$ cat config.mk
export PLATFORM = sky130hd
export DESIGN_NAME = kway_merge_dedup_flat
export DESIGN_NICKNAME = d
export VERILOG_FILES = /design/src/design/kmd_pkg.sv /design/src/design/kmd_if.sv /design/src/design/kmd_ram.sv /design/src/design/kmd_ctrl.sv /design/src/design/kmd_dp.sv /design/src/design/kway_merge_dedup.sv /design/src/flat_wrapper.sv
export SDC_FILE = /design/constraint.sdc
export NUM_CORES = 1
export LEC_CHECK = 0
export BUFFER_PORTS_ARGS = -buffer_cell sky130_fd_sc_hd__buf_2
export CELL_PAD_IN_SITES_DETAIL_PLACEMENT = 2
export CELL_PAD_IN_SITES_GLOBAL_PLACEMENT = 2
export CORE_ASPECT_RATIO = 0.5
export CORE_MARGIN = 3
export CORE_UTILIZATION = 50
export DETAILED_ROUTE_END_ITERATION = 8
export PLACE_DENSITY_LB_ADDON = 0.3
export SLEW_MARGIN = 20
export SYNTH_ARGS = -nofsm -noshare
export SYNTH_HDL_FRONTEND = slang
export SYNTH_SLANG_ARGS = --single-unit
$ cat constraint.sdc
create_clock -name clk -period 13.1 [get_ports clk]
set_clock_uncertainty 0.05 [all_clocks]
set_input_delay 2.62 -clock clk [delete_from_list [all_inputs] [get_ports clk]]
set_output_delay 2.62 -clock clk [all_outputs]
set_load 0.03 [all_outputs]
$ cat src/design/kmd_pkg.sv
// Shared types and constants for the k-way merge with duplicate removal.
package kmd_pkg;

	localparam int DEF_SOURCES   = 8;
	localparam int DEF_KEY_WIDTH = 32;
	localparam int DEF_SEQ_WIDTH = 32;

	// Width of the source number carried on the channels.
	localparam int SRC_WIDTH = 3;

	// Word operation codes.
	localparam logic OP_ROW = 1'b0;
	localparam logic OP_END = 1'b1;

	// Configuration register map: register index is paddr[2].
	localparam int   CFG_ADDR_WIDTH = 3;
	localparam logic REG_UNIQUE     = 1'b0;
	localparam logic REG_SEQ_EN     = 1'b1;

	// Controller to datapath commands.
	typedef struct packed {
		logic apply;      // input word accepted: update heads and end marks
		logic scan_init;  // restart the winner search
		logic scan_step;  // read the next head and advance the scan index
		logic pop_load;   // pop the winner into the output register
		logic done_load;  // load a done word into the output register
	} kmd_cmd_t;

	// Datapath to controller status.
	typedef struct packed {
		logic all_ready;  // every source holds a head or has ended
		logic any_head;   // at least one head is held
		logic scan_last;  // scan index points at the last source
		logic out_free;   // output register can take a word this cycle
	} kmd_stat_t;

endpackage

$ cat src/design/kmd_if.sv
// Handshake channels for input words and result words.
interface kmd_in_if
	import kmd_pkg::*;
#(
	parameter int KEY_WIDTH = DEF_KEY_WIDTH,
	parameter int SEQ_WIDTH = DEF_SEQ_WIDTH
) ();
	typedef struct packed {
		logic                 operation;
		logic [SRC_WIDTH-1:0] source;
		logic [KEY_WIDTH-1:0] row_key;
		logic [SEQ_WIDTH-1:0] row_sequence;
	} word_t;

	logic  valid;
	logic  ready;
	word_t data;

	modport source (output valid, output data, input ready);
	modport sink (input valid, input data, output ready);
endinterface

interface kmd_out_if
	import kmd_pkg::*;
#(
	parameter int KEY_WIDTH = DEF_KEY_WIDTH,
	parameter int SEQ_WIDTH = DEF_SEQ_WIDTH
) ();
	typedef struct packed {
		logic                 emit_valid;
		logic [KEY_WIDTH-1:0] out_key;
		logic [SEQ_WIDTH-1:0] out_sequence;
		logic [SRC_WIDTH-1:0] out_source;
		logic [SRC_WIDTH-1:0] refill_source;
		logic                 done_res;
	} word_t;

	logic  valid;
	logic  ready;
	word_t data;

	modport source (output valid, output data, input ready);
	modport sink (input valid, input data, output ready);
endinterface

$ cat src/design/kmd_ram.sv
// Generic single-write, single-read RAM with registered read data.
module kmd_ram #(
	parameter int WIDTH = 64,
	parameter int DEPTH = 8
) (
	input  logic                     clk,
	input  logic                     we,
	input  logic [$clog2(DEPTH)-1:0] waddr,
	input  logic [WIDTH-1:0]         wdata,
	input  logic                     re,
	input  logic [$clog2(DEPTH)-1:0] raddr,
	output logic [WIDTH-1:0]         rdata
);
	logic [WIDTH-1:0] mem_q [DEPTH];

	always_ff @(posedge clk) begin
		if (we) begin
			mem_q[waddr] <= wdata;
		end
		if (re) begin
			rdata <= mem_q[raddr];
		end
	end
endmodule

$ cat src/design/kmd_ctrl.sv
// Sequencer for one input word: update, readiness check, winner scan, pop or done word.
module kmd_ctrl
	import kmd_pkg::*;
(
	input  logic      clk,
	input  logic      arst_n,
	input  logic      in_valid,
	output logic      in_ready,
	input  kmd_stat_t stat,
	output kmd_cmd_t  cmd
);
	typedef enum logic [2:0] {
		ST_IDLE,
		ST_CHECK,
		ST_SCAN,
		ST_DRAIN,
		ST_POP,
		ST_DONE
	} state_t;

	state_t state_q;
	logic   in_ready_q;

	assign in_ready = in_ready_q;

	always_comb begin
		cmd = '0;
		case (state_q)
			ST_IDLE:  cmd.apply     = in_valid && in_ready_q;
			ST_CHECK: cmd.scan_init = stat.all_ready && stat.any_head;
			ST_SCAN:  cmd.scan_step = 1'b1;
			ST_POP:   cmd.pop_load  = stat.out_free;
			ST_DONE:  cmd.done_load = stat.out_free;
			default:  cmd = '0;
		endcase
	end

	always_ff @(posedge clk or negedge arst_n) begin
		if (!arst_n) begin
			state_q    <= ST_IDLE;
			in_ready_q <= 1'b1;
		end else begin
			case (state_q)
				ST_IDLE: begin
					if (in_valid && in_ready_q) begin
						state_q    <= ST_CHECK;
						in_ready_q <= 1'b0;
					end
				end
				ST_CHECK: begin
					if (!stat.all_ready) begin
						state_q    <= ST_IDLE;
						in_ready_q <= 1'b1;
					end else if (!stat.any_head) begin
						state_q <= ST_DONE;
					end else begin
						state_q <= ST_SCAN;
					end
				end
				ST_SCAN: begin
					if (stat.scan_last) begin
						state_q <= ST_DRAIN;
					end
				end
				ST_DRAIN: state_q <= ST_POP;
				ST_POP, ST_DONE: begin
					if (stat.out_free) begin
						state_q    <= ST_IDLE;
						in_ready_q <= 1'b1;
					end
				end
				default: begin
					state_q    <= ST_IDLE;
					in_ready_q <= 1'b1;
				end
			endcase
		end
	end
endmodule

$ cat src/design/kmd_dp.sv
// Head store, winner search, duplicate filter and output register.
module kmd_dp
	import kmd_pkg::*;
#(
	parameter int SOURCES   = DEF_SOURCES,
	parameter int KEY_WIDTH = DEF_KEY_WIDTH,
	parameter int SEQ_WIDTH = DEF_SEQ_WIDTH
) (
	input  logic                 clk,
	input  logic                 arst_n,
	input  kmd_cmd_t             cmd,
	output kmd_stat_t            stat,
	input  logic                 unique_mode,
	input  logic                 sequence_enable,
	input  logic                 operation,
	input  logic [SRC_WIDTH-1:0] source,
	input  logic [KEY_WIDTH-1:0] row_key,
	input  logic [SEQ_WIDTH-1:0] row_sequence,
	output logic                 out_valid,
	input  logic                 out_ready,
	output logic                 emit_valid,
	output logic [KEY_WIDTH-1:0] out_key,
	output logic [SEQ_WIDTH-1:0] out_sequence,
	output logic [SRC_WIDTH-1:0] out_source,
	output logic [SRC_WIDTH-1:0] refill_source,
	output logic                 done_res
);
	localparam int IDX_W = $clog2(SOURCES);
	localparam int ROW_W = KEY_WIDTH + SEQ_WIDTH;

	logic [SOURCES-1:0]   present_q;
	logic [SOURCES-1:0]   ended_q;
	logic [KEY_WIDTH-1:0] last_key_q;
	logic                 have_emitted_q;

	logic [IDX_W-1:0]     scan_idx_q;
	logic                 rd_valid_s1;
	logic [IDX_W-1:0]     rd_idx_s1;
	logic [ROW_W-1:0]     rd_row;
	logic [KEY_WIDTH-1:0] rd_key;
	logic [SEQ_WIDTH-1:0] rd_seq;

	logic                 best_valid_q;
	logic [IDX_W-1:0]     best_idx_q;
	logic [KEY_WIDTH-1:0] best_key_q;
	logic [SEQ_WIDTH-1:0] best_seq_q;

	logic                 out_valid_q;
	logic                 emit_q;
	logic [KEY_WIDTH-1:0] out_key_q;
	logic [SEQ_WIDTH-1:0] out_seq_q;
	logic [SRC_WIDTH-1:0] out_src_q;
	logic [SRC_WIDTH-1:0] refill_q;
	logic                 done_q;

	logic             in_range;
	logic [IDX_W-1:0] in_idx;
	logic             row_write;
	logic             end_write;
	logic             take;
	logic             beats;
	logic             dup;

	assign in_range  = 32'(source) < 32'(SOURCES);
	assign in_idx    = IDX_W'(source);
	assign row_write = cmd.apply && in_range && (operation == OP_ROW)
		&& !present_q[in_idx] && !ended_q[in_idx];
	assign end_write = cmd.apply && in_range && (operation == OP_END)
		&& !present_q[in_idx];

	kmd_ram #(
		.WIDTH (ROW_W),
		.DEPTH (SOURCES)
	) u_heads (
		.clk   (clk),
		.we    (row_write),
		.waddr (in_idx),
		.wdata ({row_key, row_sequence}),
		.re    (cmd.scan_step),
		.raddr (scan_idx_q),
		.rdata (rd_row)
	);

	assign rd_key = rd_row[ROW_W-1:SEQ_WIDTH];
	assign rd_seq = rd_row[SEQ_WIDTH-1:0];

	// Scan visits sources in ascending order, so a full tie goes to the newcomer.
	always_comb begin
		if (rd_key != best_key_q) begin
			beats = rd_key < best_key_q;
		end else if (sequence_enable && (rd_seq != best_seq_q)) begin
			beats = rd_seq > best_seq_q;
		end else begin
			beats = 1'b1;
		end
	end

	assign take = rd_valid_s1 && present_q[rd_idx_s1] && (!best_valid_q || beats);
	assign dup  = unique_mode && have_emitted_q && (best_key_q == last_key_q);

	assign stat.all_ready = &(present_q | ended_q);
	assign stat.any_head  = |present_q;
	assign stat.scan_last = scan_idx_q == IDX_W'(SOURCES - 1);
	assign stat.out_free  = !out_valid_q || out_ready;

	always_ff @(posedge clk or negedge arst_n) begin
		if (!arst_n) begin
			present_q      <= '0;
			ended_q        <= '0;
			have_emitted_q <= 1'b0;
			last_key_q     <= '0;
			scan_idx_q     <= '0;
			rd_valid_s1    <= 1'b0;
			best_valid_q   <= 1'b0;
			out_valid_q    <= 1'b0;
		end else begin
			if (row_write) begin
				present_q[in_idx] <= 1'b1;
			end
			if (end_write) begin
				ended_q[in_idx] <= 1'b1;
			end

			rd_valid_s1 <= cmd.scan_step;
			if (cmd.scan_init) begin
				scan_idx_q   <= '0;
				best_valid_q <= 1'b0;
			end else if (cmd.scan_step) begin
				scan_idx_q <= scan_idx_q + 1'b1;
			end
			if (take) begin
				best_valid_q <= 1'b1;
			end

			if (cmd.pop_load) begin
				present_q[best_idx_q] <= 1'b0;
				if (!dup) begin
					last_key_q     <= best_key_q;
					have_emitted_q <= 1'b1;
				end
			end

			if (cmd.pop_load || cmd.done_load) begin
				out_valid_q <= 1'b1;
			end else if (out_ready) begin
				out_valid_q <= 1'b0;
			end
		end
	end

	// Payload registers: no reset needed.
	always_ff @(posedge clk) begin
		rd_idx_s1 <= scan_idx_q;
		if (take) begin
			best_idx_q <= rd_idx_s1;
			best_key_q <= rd_key;
			best_seq_q <= rd_seq;
		end
		if (cmd.pop_load) begin
			emit_q    <= !dup;
			out_key_q <= dup ? '0 : best_key_q;
			out_seq_q <= dup ? '0 : best_seq_q;
			out_src_q <= SRC_WIDTH'(best_idx_q);
			refill_q  <= SRC_WIDTH'(best_idx_q);
			done_q    <= 1'b0;
		end else if (cmd.done_load) begin
			emit_q    <= 1'b0;
			out_key_q <= '0;
			out_seq_q <= '0;
			out_src_q <= '0;
			refill_q  <= '0;
			done_q    <= 1'b1;
		end
	end

	assign out_valid     = out_valid_q;
	assign emit_valid    = emit_q;
	assign out_key       = out_key_q;
	assign out_sequence  = out_seq_q;
	assign out_source    = out_src_q;
	assign refill_source = refill_q;
	assign done_res      = done_q;
endmodule

$ cat src/design/kway_merge_dedup.sv
// Top level of the k-way sorted merge with optional duplicate-key removal.
//
// in_ch carries one word per handshake: a row (key, sequence) for a source,
// or an end mark for a source. Each source first sends one row or end mark;
// once every live source holds a head row, the smallest key is popped (ties:
// larger sequence when sequence_enable is set, then higher source number).
// The popped word names the source in refill_source: send that source's next
// row or its end mark next. In unique mode a popped row whose key repeats
// the last emitted key comes out with emit_valid low. With all sources ended
// every input word returns a word with done_res set.
// Per word: accept, then the readiness check; a word that completes no pop
// ends there, a done word is loaded after it, and for a pop the winner search
// reads one head per cycle from the head RAM and compares it against the
// best so far, then a drain state, then the pop into the output register.
// One word is in work at a time; the result waits in an output register,
// and a stalled receiver holds the block only when the next result is
// ready to load. Reset clears all head and end flags, the duplicate filter
// and both configuration bits. Configuration writes go through the APB
// port, at byte address 0 (unique_mode) and 4 (sequence_enable); the user
// must write them only while idle: the block itself does not enforce it.
module kway_merge_dedup
	import kmd_pkg::*;
#(
	parameter int SOURCES   = DEF_SOURCES,
	parameter int KEY_WIDTH = DEF_KEY_WIDTH,
	parameter int SEQ_WIDTH = DEF_SEQ_WIDTH
) (
	input  logic                      clk,
	input  logic                      arst_n,
	input  logic                      psel,
	input  logic                      penable,
	input  logic                      pwrite,
	input  logic [CFG_ADDR_WIDTH-1:0] paddr,
	input  logic [31:0]               pwdata,
	output logic [31:0]               prdata,
	output logic                      pready,
	kmd_in_if.sink                    in_ch,
	kmd_out_if.source                 out_ch
);
	logic      unique_q;
	logic      seq_en_q;
	kmd_cmd_t  cmd;
	kmd_stat_t stat;

	// Configuration registers: every write completes in its access cycle.
	assign pready = 1'b1;

	always_ff @(posedge clk or negedge arst_n) begin
		if (!arst_n) begin
			unique_q <= 1'b0;
			seq_en_q <= 1'b0;
		end else if (psel && penable && pwrite) begin
			case (paddr[2])
				REG_UNIQUE: unique_q <= pwdata[0];
				REG_SEQ_EN: seq_en_q <= pwdata[0];
				default:    unique_q <= unique_q;
			endcase
		end
	end

	always_comb begin
		case (paddr[2])
			REG_UNIQUE: prdata = {31'b0, unique_q};
			REG_SEQ_EN: prdata = {31'b0, seq_en_q};
			default:    prdata = '0;
		endcase
	end

	// Sequencer: accept one word, then check readiness, scan, pop or load a done word.
	kmd_ctrl u_ctrl (
		.clk      (clk),
		.arst_n   (arst_n),
		.in_valid (in_ch.valid),
		.in_ready (in_ch.ready),
		.stat     (stat),
		.cmd      (cmd)
	);

	// Heads, winner search, duplicate filter and the output register.
	kmd_dp #(
		.SOURCES   (SOURCES),
		.KEY_WIDTH (KEY_WIDTH),
		.SEQ_WIDTH (SEQ_WIDTH)
	) u_dp (
		.clk             (clk),
		.arst_n          (arst_n),
		.cmd             (cmd),
		.stat            (stat),
		.unique_mode     (unique_q),
		.sequence_enable (seq_en_q),
		.operation       (in_ch.data.operation),
		.source          (in_ch.data.source),
		.row_key         (in_ch.data.row_key),
		.row_sequence    (in_ch.data.row_sequence),
		.out_valid       (out_ch.valid),
		.out_ready       (out_ch.ready),
		.emit_valid      (out_ch.data.emit_valid),
		.out_key         (out_ch.data.out_key),
		.out_sequence    (out_ch.data.out_sequence),
		.out_source      (out_ch.data.out_source),
		.refill_source   (out_ch.data.refill_source),
		.done_res        (out_ch.data.done_res)
	);
endmodule

$ cat src/flat_wrapper.sv
// flat-port wrapper written by rule: the top's interface ports become plain ports
module kway_merge_dedup_flat import kmd_pkg::*;
#(
	parameter int SOURCES   = DEF_SOURCES,
	parameter int KEY_WIDTH = DEF_KEY_WIDTH,
	parameter int SEQ_WIDTH = DEF_SEQ_WIDTH
)
  (clk, arst_n, psel, penable, pwrite, paddr, pwdata, prdata, pready, in_ch_valid, in_ch_data, in_ch_ready, out_ch_valid, out_ch_data, out_ch_ready);
  kmd_in_if #(.KEY_WIDTH(KEY_WIDTH), .SEQ_WIDTH(SEQ_WIDTH)) in_ch_i ();
  kmd_out_if #(.KEY_WIDTH(KEY_WIDTH), .SEQ_WIDTH(SEQ_WIDTH)) out_ch_i ();
  input  logic clk;
  input  logic arst_n;
  input  logic psel;
  input  logic penable;
  input  logic pwrite;
  input  logic [CFG_ADDR_WIDTH-1:0] paddr;
  input  logic [31:0] pwdata;
  output logic [31:0] prdata;
  output logic pready;
  input wire logic [$bits(in_ch_i.valid)-1:0] in_ch_valid;
  input wire logic [$bits(in_ch_i.data)-1:0] in_ch_data;
  output wire logic [$bits(in_ch_i.ready)-1:0] in_ch_ready;
  output wire logic [$bits(out_ch_i.valid)-1:0] out_ch_valid;
  output wire logic [$bits(out_ch_i.data)-1:0] out_ch_data;
  input wire logic [$bits(out_ch_i.ready)-1:0] out_ch_ready;
  assign in_ch_i.valid = in_ch_valid;
  assign in_ch_i.data = in_ch_data;
  assign in_ch_ready = in_ch_i.ready;
  assign out_ch_valid = out_ch_i.valid;
  assign out_ch_data = out_ch_i.data;
  assign out_ch_i.ready = out_ch_ready;
  kway_merge_dedup #(.SOURCES(SOURCES), .KEY_WIDTH(KEY_WIDTH), .SEQ_WIDTH(SEQ_WIDTH)) u_core (.clk(clk), .arst_n(arst_n), .psel(psel), .penable(penable), .pwrite(pwrite), .paddr(paddr), .pwdata(pwdata), .prdata(prdata), .pready(pready), .in_ch(in_ch_i), .out_ch(out_ch_i));
endmodule
==> results.py, run 1 <==
metrics = {
    "status": {
        "status": "finished, final reports clean",
    },
    "logic_synthesis": {
        "async_flop_share_pct": 7.861,
        "synth_edf_count": 711,
        "synthCells": 1556,
        "synth_warnings": 0,
        "synth_area_um2": 30700,
        "ys_types": 61,
        "post_synth.cell_area_avg_um2": 19.73,
        "yosysSeqAreaShare_pct": 74.79,
        "ys_ff_latch": 776,
        "ys.flop_type": "edfxtp_1",
    },
    "die": {
        "core_um2": 59990,
        "die_w_um": 356.4,
        "initial_utilization_pct": 51.17,
        "die_area_um2": 64580,
        "ioPinCount": 217,
        "rows": 63,
        "fp.dieH_um": 181.2,
    },
    "critical_path": {
        "crit_type": "input port to flop",
        "cp_max_fo": 35,
        "crit_required_ns": 13.30,
        "end_kind": "flop",
        "crit_arrival_ns": 6.44,
        "cp-start-kind": "input port",
    },
    "power": {
        "p_int_mw": 4.183,
        "ir_drop_mv": 0.09220,
        "p_per_area_nw_per_um2": 160.7,
        "swShare_pct": 24.98,
        "p_leak_nw": 11.93,
        "seqPwrFrac_pct": 51.3,
        "power_frac_comb_pct": 9.6,
        "clkPwrFrac_pct": 39.0,
        "net-switching-power_mw": 1.393,
    },
    "sta": {
        "maxSlewViolCount": 0,
        "setup_slack_ns": 6.865,
        "hold_viol": 0,
        "rsz0062_at_grt": "no",
        "setup-violations-final": 0,
        "maxSlewHeadroom_pct": 28.21,
        "tightestPinTransition_ns": 1.077,
        "fmax_ghz": 0.1604,
        "period_share_pct": 47.59,
        "finalCriticalPeriod_ns": 6.235,
        "tns_ns": 0,
    },
    "grt": {
        "antenna_found_initial": 19,
        "grt_max_degree": 75,
        "grt_usage_pct": 32.71,
        "grt_pass1_wl_mm": 147.4,
        "grt_pass1_vias": 17910,
        "grt_overflow": 0,
    },
    "run": {
        "max-cap-violations": 0,
    },
    "route": {
        "wl_met2_mm": 50.41,
        "vias": 16970,
        "wirelength_mm": 104.5,
        "ant_nets": 0,
        "drtIter0Drc": 2377,
        "top_layer": "met5",
        "wl_met1_mm": 41.94,
        "drt-vias-per-instance": 6.483,
        "wl_per_cell_um": 39.92,
        "drc_errors": 0,
        "drt-pass1-iter-count": 5,
        "wl_met3_mm": 9.140,
    },
    "place": {
        "dp_cells": 2486,
        "globalplace.congestion": 0.7790,
        "place_ws_ns": 6.508,
        "dp_hpwl_mm": 59.07,
        "io_buffer_count": 151,
    },
    "clocking": {
        "cts_made_buffers": 70,
        "clockBufferDepth": 3,
        "clk_pin_slew_ns": 0.07,
        "cts.hold.buffers_added": 0,
        "clk_latency_ns": 0.64,
        "htree_levels": 3,
        "cts_root_buf": "clkbuf_16",
        "cts_tree": "yes",
        "cts_sinks": 776,
        "post-cts-setup-buffer-count": 0,
        "cts_resized": 0,
    },
    "finish": {
        "drive_gt1_share_pct": 29.63,
        "syn_to_final_growth_pct": 13.02,
        "stdcell_count": 2617,
        "fillers": 4901,
        "nets": 1924,
    },
    "min_path": {
        "hp-class": "flop to flop",
    },
}
==> power groups by stage <==
stage	registers, mW	clock network, mW	logic [mW]
5_1_grt	2.87	2.28	0.575
6_report	2.86	2.18	0.537
3_5_place_dp	2.93	0	0.491
2_1_floorplan	2.87	0	0.375
3_3_place_gp	2.91	0	0.441
4_1_cts	2.88	2.19	0.512
==> layout make-up <==
type                       count  area (um^2)  share of cell area [%]
clock buffer                  95         1928                   5.558
timing repair buffer         180         1006                   2.900
tap                          812         1016                   2.929
multi-input combinational    649         7178                   20.69
inverter                      71        266.5                  0.7682
clock inverter                31        321.6                  0.9269
antenna                        3        7.507                 0.02164
sequential                   776        22970                   66.20
==> cell families (layout without fill, tap and decap cells) <==
| family | count (synthesis) | after routing | synth area share (%) |
|---|---|---|---|
| other | 2 | 35 | 0.02447 |
| AOI/OAI and AO/OA | 90 | 90 | 1.993 |
| buffers and inverters | 161 | 377 | 2.519 |
| muxes | 234 | 234 | 13.35 |
| adders and majority gates | 66 | 66 | 2.690 |
| and+or+nand+nor | 194 | 194 | 3.685 |
| xor gates and xnor gates | 33 | 33 | 0.9416 |
| DFF | 776 | 776 | 74.79 |
==> metrics by stage <==
| step | hold WS (ns) | total power, mW | util (%) | cell area [um^2] |
|---|---|---|---|---|
| 2_1_floorplan | 0.3400 | 3.248 | - | 30810 |
| 6_report | 0.4336 | 5.575 | 57.83 | 34690 |
| 3_3_place_gp | 0.3755 | 3.350 | 53.96 | 32370 |
| 3_5_place_dp | 0.4084 | 3.417 | 53.96 | 32370 |
| 4_1_cts | 0.4369 | 5.583 | 57.71 | 34620 |
| 5_1_grt | 0.4446 | 5.724 | 57.83 | 34690 |
==> worst paths after layout <==
check | end | from | cells past startpoint | slack (ns)
worst min register to register | u_core.u_dp.best_seq_q[28]$_DFFE_PP_ | u_core.u_dp.u_heads.rdata[28]$_DFFE_PP_ | 0 | 0.43
worst max register to register | u_core.u_dp.best_seq_q[10]$_DFFE_PP_ | u_core.u_dp.best_key_q[12]$_DFFE_PP_ | 8 | 8.57
worst min-delay path | u_core.u_dp.best_seq_q[28]$_DFFE_PP_ | u_core.u_dp.u_heads.rdata[28]$_DFFE_PP_ | 0 | 0.43
worst max-delay path | u_core.u_dp.u_heads.mem_q[1][22]$_DFFE_PP_ | in_ch_data[64] | 8 | 6.87
min in group asynchronous | u_core.u_dp.scan_idx_q[0]$_DFFE_PN0P_ | arst_n | 2 | 2.21
max in group asynchronous | u_core.u_dp.scan_idx_q[1]$_DFFE_PN0P_ | arst_n | 2 | 10.06
==> metal layers <==
metal,up-vias,track usage [%]
met5,-,0
met4,6,8.933
met3,213,6.255
met2,1125,53.03
met1,9138,45.82
li1,6483,-
==> sequential cells by signal (all words and copies together), names as in the netlist, 3 cells and up <==
signal,flops
u_core.u_dp.out_sequence,32
u_core.u_dp.out_key,32
u_core.u_dp.scan_idx_q,3
u_core.u_dp.ended_q,8
u_core.u_ctrl.state_q,3
u_core.u_dp.rd_idx_s1,3
u_core.u_dp.present_q,8
u_core.u_dp.best_seq_q,32
u_core.u_dp.best_key_q,32
u_core.u_dp.u_heads.rdata,64
u_core.u_dp.last_key_q,32
u_core.u_dp.refill_source,3
u_core.u_dp.u_heads.mem_q,512
u_core.u_dp.best_idx_q,3
==> Yosys cell counts (3+ instances only) <==
library cell | count | area share [%]
o21ai_0 | 8 | 0.13
dfrtp_1 | 60 | 4.9
nand3_1 | 14 | 0.23
nor3_2 | 5 | 0.16
mux4_2 | 130 | 9.5
o211ai_1 | 3 | 0.073
nand2_1 | 31 | 0.38
nor4_2 | 4 | 0.16
buf_2 | 18 | 0.29
nand2b_1 | 3 | 0.061
o22ai_1 | 5 | 0.10
edfxtp_1 | 711 | 70
buf_4 | 37 | 0.90
dfxtp_1 | 4 | 0.26
mux2i_1 | 3 | 0.098
and2_1 | 69 | 1.4
a21oi_1 | 36 | 0.59
a21o_1 | 6 | 0.15
nor2_1 | 15 | 0.18
inv_1 | 71 | 0.87
nor4_1 | 11 | 0.22
or4_1 | 3 | 0.073
mux2_2 | 100 | 3.7
buf_1 | 3 | 0.037
xnor2_1 | 9 | 0.26
nor2b_1 | 5 | 0.10
nor3_1 | 5 | 0.082
nand4_1 | 19 | 0.39
a2bb2oi_1 | 8 | 0.23
clkbuf_1 | 31 | 0.38
ha_1 | 66 | 2.7
xor2_1 | 24 | 0.68
==> cell usage in the layout (no fill, tap or decap), drive strengths merged, types with 19 or more instances in the layout <==
cell / n
xor2: 24
mux4: 130
inv: 74
buf: 180
clkinv: 20
conb: 32
and2: 69
clkbuf: 95
nand2: 31
a21oi: 36
mux2: 101
nand4: 19
edfxtp: 711
dfrtp: 60
ha: 66
==> critical path, stage by stage <==
cell and delay, ns:
buf_2 0.42, inv_1 0.41, a221o_1 0.40, a211oi_2 0.40
o2111ai_4 0.45, nor4_4 0.33, buf_4 0.72, buf_4 0.62
(Power assumes the default switching activity.)
==> run 2, diff against run 1 <==
Settings changed: CORE_UTILIZATION 50 to 46.
Clock period 13.1 ns to 6.5 ns, I/O delays scaled along.
==> run 2 against run 1 <==
Worst hold slack worse by 0.017 ns. Largest cell class unchanged. Count of clock-buffer cells in the layout up 2. Clock power grew 100%.
==> results.py, run 2 (synthesized netlist as in run 1, its figures left out) <==
metrics = {
    "status": {
        "status": "finished, final reports clean",
    },
    "finish": {
        "drive_gt1_share_pct": 29.12,
        "nets": 1914,
        "design_area_um2": 34850,
        "multi_input_area_um2": 7172,
        "syn_to_final_growth_pct": 13.52,
        "seq_area_um2": 22970,
        "final_common_cell": "edfxtp_1",
        "top_regs": "u_core.u_dp.u_heads.mem_q x512, u_core.u_dp.u_heads.rdata x64",
        "largest_register_ffs": 512,
        "stdcell_count": 2680,
        "mostFrequentLayoutCells": "711 x edfxtp_1, 151 x buf_2, 130 x mux4_2",
        "largest-register": "u_core.u_dp.u_heads.mem_q",
        "fillers": 5594,
    },
    "min_path": {
        "hp-class": "flop to flop",
    },
    "place": {
        "globalplace.congestion": 0.7536,
        "dp_hpwl_mm": 51.64,
        "io_buffer_count": 151,
        "dp_cells": 2550,
        "place_area_um2": 32530,
    },
    "sta": {
        "period_share_pct": 65.15,
        "tightestPinTransition_ns": 1.063,
        "maxSlewHeadroom_pct": 28.50,
        "hold_viol": 0,
        "maxSlewViolCount": 0,
        "setup-violations-final": 0,
        "finalCriticalPeriod_ns": 4.235,
        "fmax_ghz": 0.2361,
        "rsz0062_at_grt": "no",
    },
    "die": {
        "die_w_um": 371.3,
        "core_um2": 65490,
        "fp.dieH_um": 188.7,
        "rows": 66,
        "ioPinCount": 217,
        "initial_utilization_pct": 46.87,
        "die_area_um2": 70050,
    },
    "power": {
        "p_leak_nw": 11.92,
        "ir_drop_mv": 0.2265,
        "p_per_area_nw_per_um2": 323.1,
    },
    "grt": {
        "grt_max_degree": 90,
        "antenna_found_initial": 11,
        "grt_overflow": 0,
        "grt_pass1_wl_mm": 138.4,
        "grt_pass1_vias": 17900,
        "grt_usage_pct": 27.76,
    },
    "critical_path": {
        "cp_max_fo": 67,
        "crit_type": "flop to flop",
        "end_kind": "flop",
        "crit_arrival_ns": 4.36,
        "crit_required_ns": 6.62,
        "cp-start-kind": "flop",
    },
    "clocking": {
        "cts_made_buffers": 69,
        "clk_latency_ns": 0.63,
        "cts_sinks": 776,
        "cts_tree": "yes",
        "cts_root_buf": "clkbuf_16",
        "cts.hold.buffers_added": 0,
        "post-cts-setup-buffer-count": 0,
        "clk_pin_slew_ns": 0.07,
        "cts_resized": 0,
        "htree_levels": 3,
        "clockBufferDepth": 3,
    },
    "route": {
        "wirelength_mm": 98.45,
        "drt-vias-per-instance": 6.065,
        "vias": 16250,
        "drtIter0Drc": 1668,
        "drt-pass1-iter-count": 5,
        "drc_errors": 0,
        "ant_nets": 0,
        "wl_per_cell_um": 36.73,
    },
    "run": {
        "max-cap-violations": 0,
    },
}
run 2: changes by cell type in the layout (fill, tap and decap cells not counted), sizes merged:
| cell | change |
|---|---|
| buf | -9 |
| bufinv | +2 |
| clkinvlp | -1 |
| diode | +4 |
| inv | -2 |
| clkinv | -5 |
| clkbuf | +2 |
run 2: final cells by class:
class | count | area share, %
clock buffers | 97 | 5.608
multi-input cells | 649 | 20.58
inverters | 71 | 0.7648
clock inverters | 25 | 0.9192
repair buffers | 171 | 2.995
flip-flops and latches | 776 | 65.91
diodes | 7 | 0.05027
well taps | 884 | 3.174
run 2: final timing paths:
check / depth (start not counted) / endpoint / slack, ns / startpoint
setup / recovery: 8 / u_core.u_dp.best_seq_q[2]$_DFFE_PP_ / 2.26 / u_core.u_dp.best_key_q[14]$_DFFE_PP_
hold / removal: 0 / u_core.u_dp.best_key_q[8]$_DFFE_PP_ / 0.42 / u_core.u_dp.u_heads.rdata[40]$_DFFE_PP_
max in group asynchronous: 2 / u_core.u_dp.scan_idx_q[1]$_DFFE_PN0P_ / 4.79 / arst_n
min in group asynchronous: 2 / u_core.u_dp.last_key_q[28]$_DFFE_PN0P_ / 0.84 / arst_n
hold reg to reg: 0 / u_core.u_dp.best_key_q[8]$_DFFE_PP_ / 0.42 / u_core.u_dp.u_heads.rdata[40]$_DFFE_PP_
setup reg to reg: 8 / u_core.u_dp.best_seq_q[2]$_DFFE_PP_ / 2.26 / u_core.u_dp.best_key_q[14]$_DFFE_PP_
run 2: per-layer routing:
| layer | GRT usage, % | routed length (um) |
|---|---|---|
| met1 | 36.82 | 40140 |
| met2 | 46.97 | 50030 |
| met3 | 4.790 | 5903 |
| met4 | 8.934 | 2354 |
| met5 | 0 | 27 |
run 2: power breakdown:
| part | switching (mW) | leakage [nW] | internal [mW] |
|---|---|---|---|
| Clock | 2.02 | 1.11 | 2.43 |
| Sequential | 0.196 | 7.23 | 5.59 |
| Combinational | 0.535 | 3.58 | 0.492 |
run 2: per-stage QoR:
step	hold WS (ns)	utilization [%]	TNS, ns	setup WS [ns]	power (mW)
2_1_floorplan	0.3400	-	-45.12	-0.1763	6.547
3_3_place_gp	0.3773	49.67	0	1.971	6.761
3_5_place_dp	0.3978	49.67	0	1.875	6.866
4_1_cts	0.4143	53.14	0	2.278	11.29
5_1_grt	0.4398	53.21	0	2.257	11.60
6_report	0.4163	53.21	0	2.265	11.26
run 2: critical path, cell delays in order (launching register included):
cell	delay, ns
edfxtp_1	0.48
inv_1	0.10
ha_1	0.38
nand4_1	0.27
nor4_1	0.83
nand2_1	0.27
nor3b_1	0.21
a41oi_1	0.57
nand2_8	0.50
==> run 3, diff against run 2 <==
Clock period 6.5 ns to 3.95 ns, I/O delays scaled along.
==> run 3 against run 2 <==
Non-clock buffer count grew 29. Combinational power grew 69%. Via count shrank 0.17%. Power grew 62%. Global-route usage grew 0.46 points. Flip-flop and latch count is the same. Sequential power grew 64%. Largest cell class unchanged. Largest power group unchanged.
==> results.py, run 3 (synthesized netlist as in run 1, its figures left out) <==
metrics = {
    "route": {
        "drc_errors": 0,
        "drt-vias-per-instance": 5.987,
        "vias": 16230,
        "drtIter0Drc": 1843,
        "wirelength_mm": 97.25,
        "wl_per_cell_um": 35.88,
        "drt-pass1-iter-count": 5,
        "ant_nets": 0,
    },
    "place": {
        "place_ws_ns": 0.2480,
        "place_area_um2": 33000,
        "dp_hpwl_mm": 56.69,
        "dp_cells": 2580,
        "io_buffer_count": 151,
        "globalplace.congestion": 0.8021,
    },
    "clocking": {
        "post-cts-setup-buffer-count": 0,
        "cts_tree": "yes",
        "clk_pin_slew_ns": 0.08,
        "cts_sinks": 776,
        "cts.hold.buffers_added": 0,
        "clockBufferDepth": 3,
        "cts_root_buf": "clkbuf_16",
        "cts_resized": 0,
        "cts_made_buffers": 71,
        "htree_levels": 3,
        "clk_latency_ns": 0.63,
    },
    "sta": {
        "tns_ns": 0,
        "tightestPinTransition_ns": 0.9900,
        "maxSlewHeadroom_pct": 34.00,
        "finalCriticalPeriod_ns": 3.814,
        "setup-violations-final": 0,
        "period_share_pct": 96.57,
        "hold_viol": 0,
        "setup_slack_ns": 0.1356,
        "fmax_ghz": 0.2622,
        "rsz0062_at_grt": "no",
        "maxSlewViolCount": 0,
    },
    "finish": {
        "largest_register_ffs": 512,
        "syn_to_final_growth_pct": 14.78,
        "drive_gt1_share_pct": 30.42,
        "nets": 1945,
        "stdcell_count": 2710,
        "final_common_cell": "edfxtp_1",
        "design_area_um2": 35230,
        "mostFrequentLayoutCells": "711 x edfxtp_1, 151 x buf_2, 130 x mux4_2",
        "largest-register": "u_core.u_dp.u_heads.mem_q",
        "top_regs": "u_core.u_dp.u_heads.mem_q x512, u_core.u_dp.u_heads.rdata x64",
        "fin_util_pct": 53.80,
    },
    "power": {
        "p_per_area_nw_per_um2": 518.4,
        "ir_drop_mv": 0.3879,
        "p_leak_nw": 12.09,
    },
    "critical_path": {
        "rr_endpoint": "u_core.u_dp.best_seq_q[28]$_DFFE_PP_",
        "max_stage_delay_ns": 0.69,
        "crit_arrival_ns": 4.05,
        "cp_common_cell": "or4_1",
        "cp_max_fo": 36,
        "worstPathCellList": "inv_1 -> ha_1 -> nand4_1 -> or4_1 -> or4_1 -> a31oi_1 -> o21ai_1 -> nand2_4 -> buf_12",
        "reg2regPathDepth": 9,
        "cp-start-kind": "flop",
        "crit_required_ns": 4.18,
        "crit_type": "flop to flop",
        "ff2ff_setup_slack_ns": 0.14,
        "cp_slowest_cell": "or4_1",
        "worstReg2RegStart": "u_core.u_dp.best_seq_q[15]$_DFFE_PP_",
        "end_kind": "flop",
    },
    "status": {
        "status": "finished, final reports clean",
    },
    "die": {
        "core_um2": 65490,
        "rows": 66,
        "die_w_um": 371.3,
        "ioPinCount": 217,
        "initial_utilization_pct": 46.87,
        "die_area_um2": 70050,
        "fp.dieH_um": 188.7,
    },
    "run": {
        "max-cap-violations": 0,
    },
    "grt": {
        "grt_pass1_vias": 17750,
        "antenna_found_initial": 13,
        "grt_overflow": 0,
        "grt_max_degree": 52,
        "grt_pass1_wl_mm": 140.0,
        "grt_usage_pct": 28.23,
    },
    "min_path": {
        "hp-class": "input port to asynchronous set/reset pin",
    },
}
## run 3: cell count changes in the layout (fill, tap and decap cells not counted), sizes merged, moves of 2 or more
cell,change
clkinv,+8
bufinv,-6
buf,+29
inv,+2
clkbuf,-2
diode,-2
## run 3: cell type report
class,instances,area (um^2)
Antenna cell,5,12.51
Clock buffer,95,1992
Clock inverter,30,215.2
Fill cell,5564,30250
Inverter,71,266.5
Multi-Input combinational cell,649,7176
Sequential cell,776,22970
Tap cell,884,1106
Timing Repair Buffer,200,1499
## run 3: power by group
part	internal, mW	total, mW	switching, mW	leakage [nW]
sequential	9.20	9.49	0.283	7.23
combinational	0.841	1.74	0.899	3.79
clock	3.70	7.04	3.34	1.08
total	13.7	18.3	4.52	12.1
## run 3: layer usage
metal	routed length, um	part of all wire (%)	global-route usage [%]	up-vias
li1	-	-	-	6542
met1	39380	40	37.02	8793
met2	49030	50	47.53	687
met3	5961	6.1	5.860	192
met4	2805	2.9	8.919	12
met5	74	0.076	0	-
## run 3: worst max-delay path: cells and delay by family (launching register included)
kind / cells / cell delay (ns)
and+or+nand+nor: 4 / 1.59
DFF: 1 / 0.55
AOI/OAI and AO/OA: 2 / 0.46
buffers and inverters: 2 / 0.42
adders and majority gates: 1 / 0.35
## run 3: how the worst max path moves through the flow
stage,start,to,slack (ns)
floorplan,in_ch_data[66],u_core.u_dp.u_heads.mem_q[1][0]$_DFFE_PP_,-0.78
global placement,in_ch_data[66],u_core.u_dp.u_heads.mem_q[6][19]$_DFFE_PP_,0.30
detailed placement,in_ch_data[66],u_core.u_dp.u_heads.mem_q[6][21]$_DFFE_PP_,0.25
CTS,u_core.u_dp.best_key_q[30]$_DFFE_PP_,u_core.u_dp.best_seq_q[28]$_DFFE_PP_,0.06
global route,u_core.u_dp.best_seq_q[15]$_DFFE_PP_,u_core.u_dp.best_seq_q[29]$_DFFE_PP_,0.08
finish,u_core.u_dp.best_seq_q[15]$_DFFE_PP_,u_core.u_dp.best_seq_q[28]$_DFFE_PP_,0.14
## run 3: stage by stage
| stage | total power [mW] | hold WS, ns |
|---|---|---|
| floorplan | 10.78 | 0.3400 |
| global placement | 11.18 | 0.3852 |
| detailed placement | 11.34 | 0.3975 |
| CTS | 18.39 | 0.3075 |
| global route | 18.82 | 0.3469 |
| finish | 18.27 | 0.2862 |
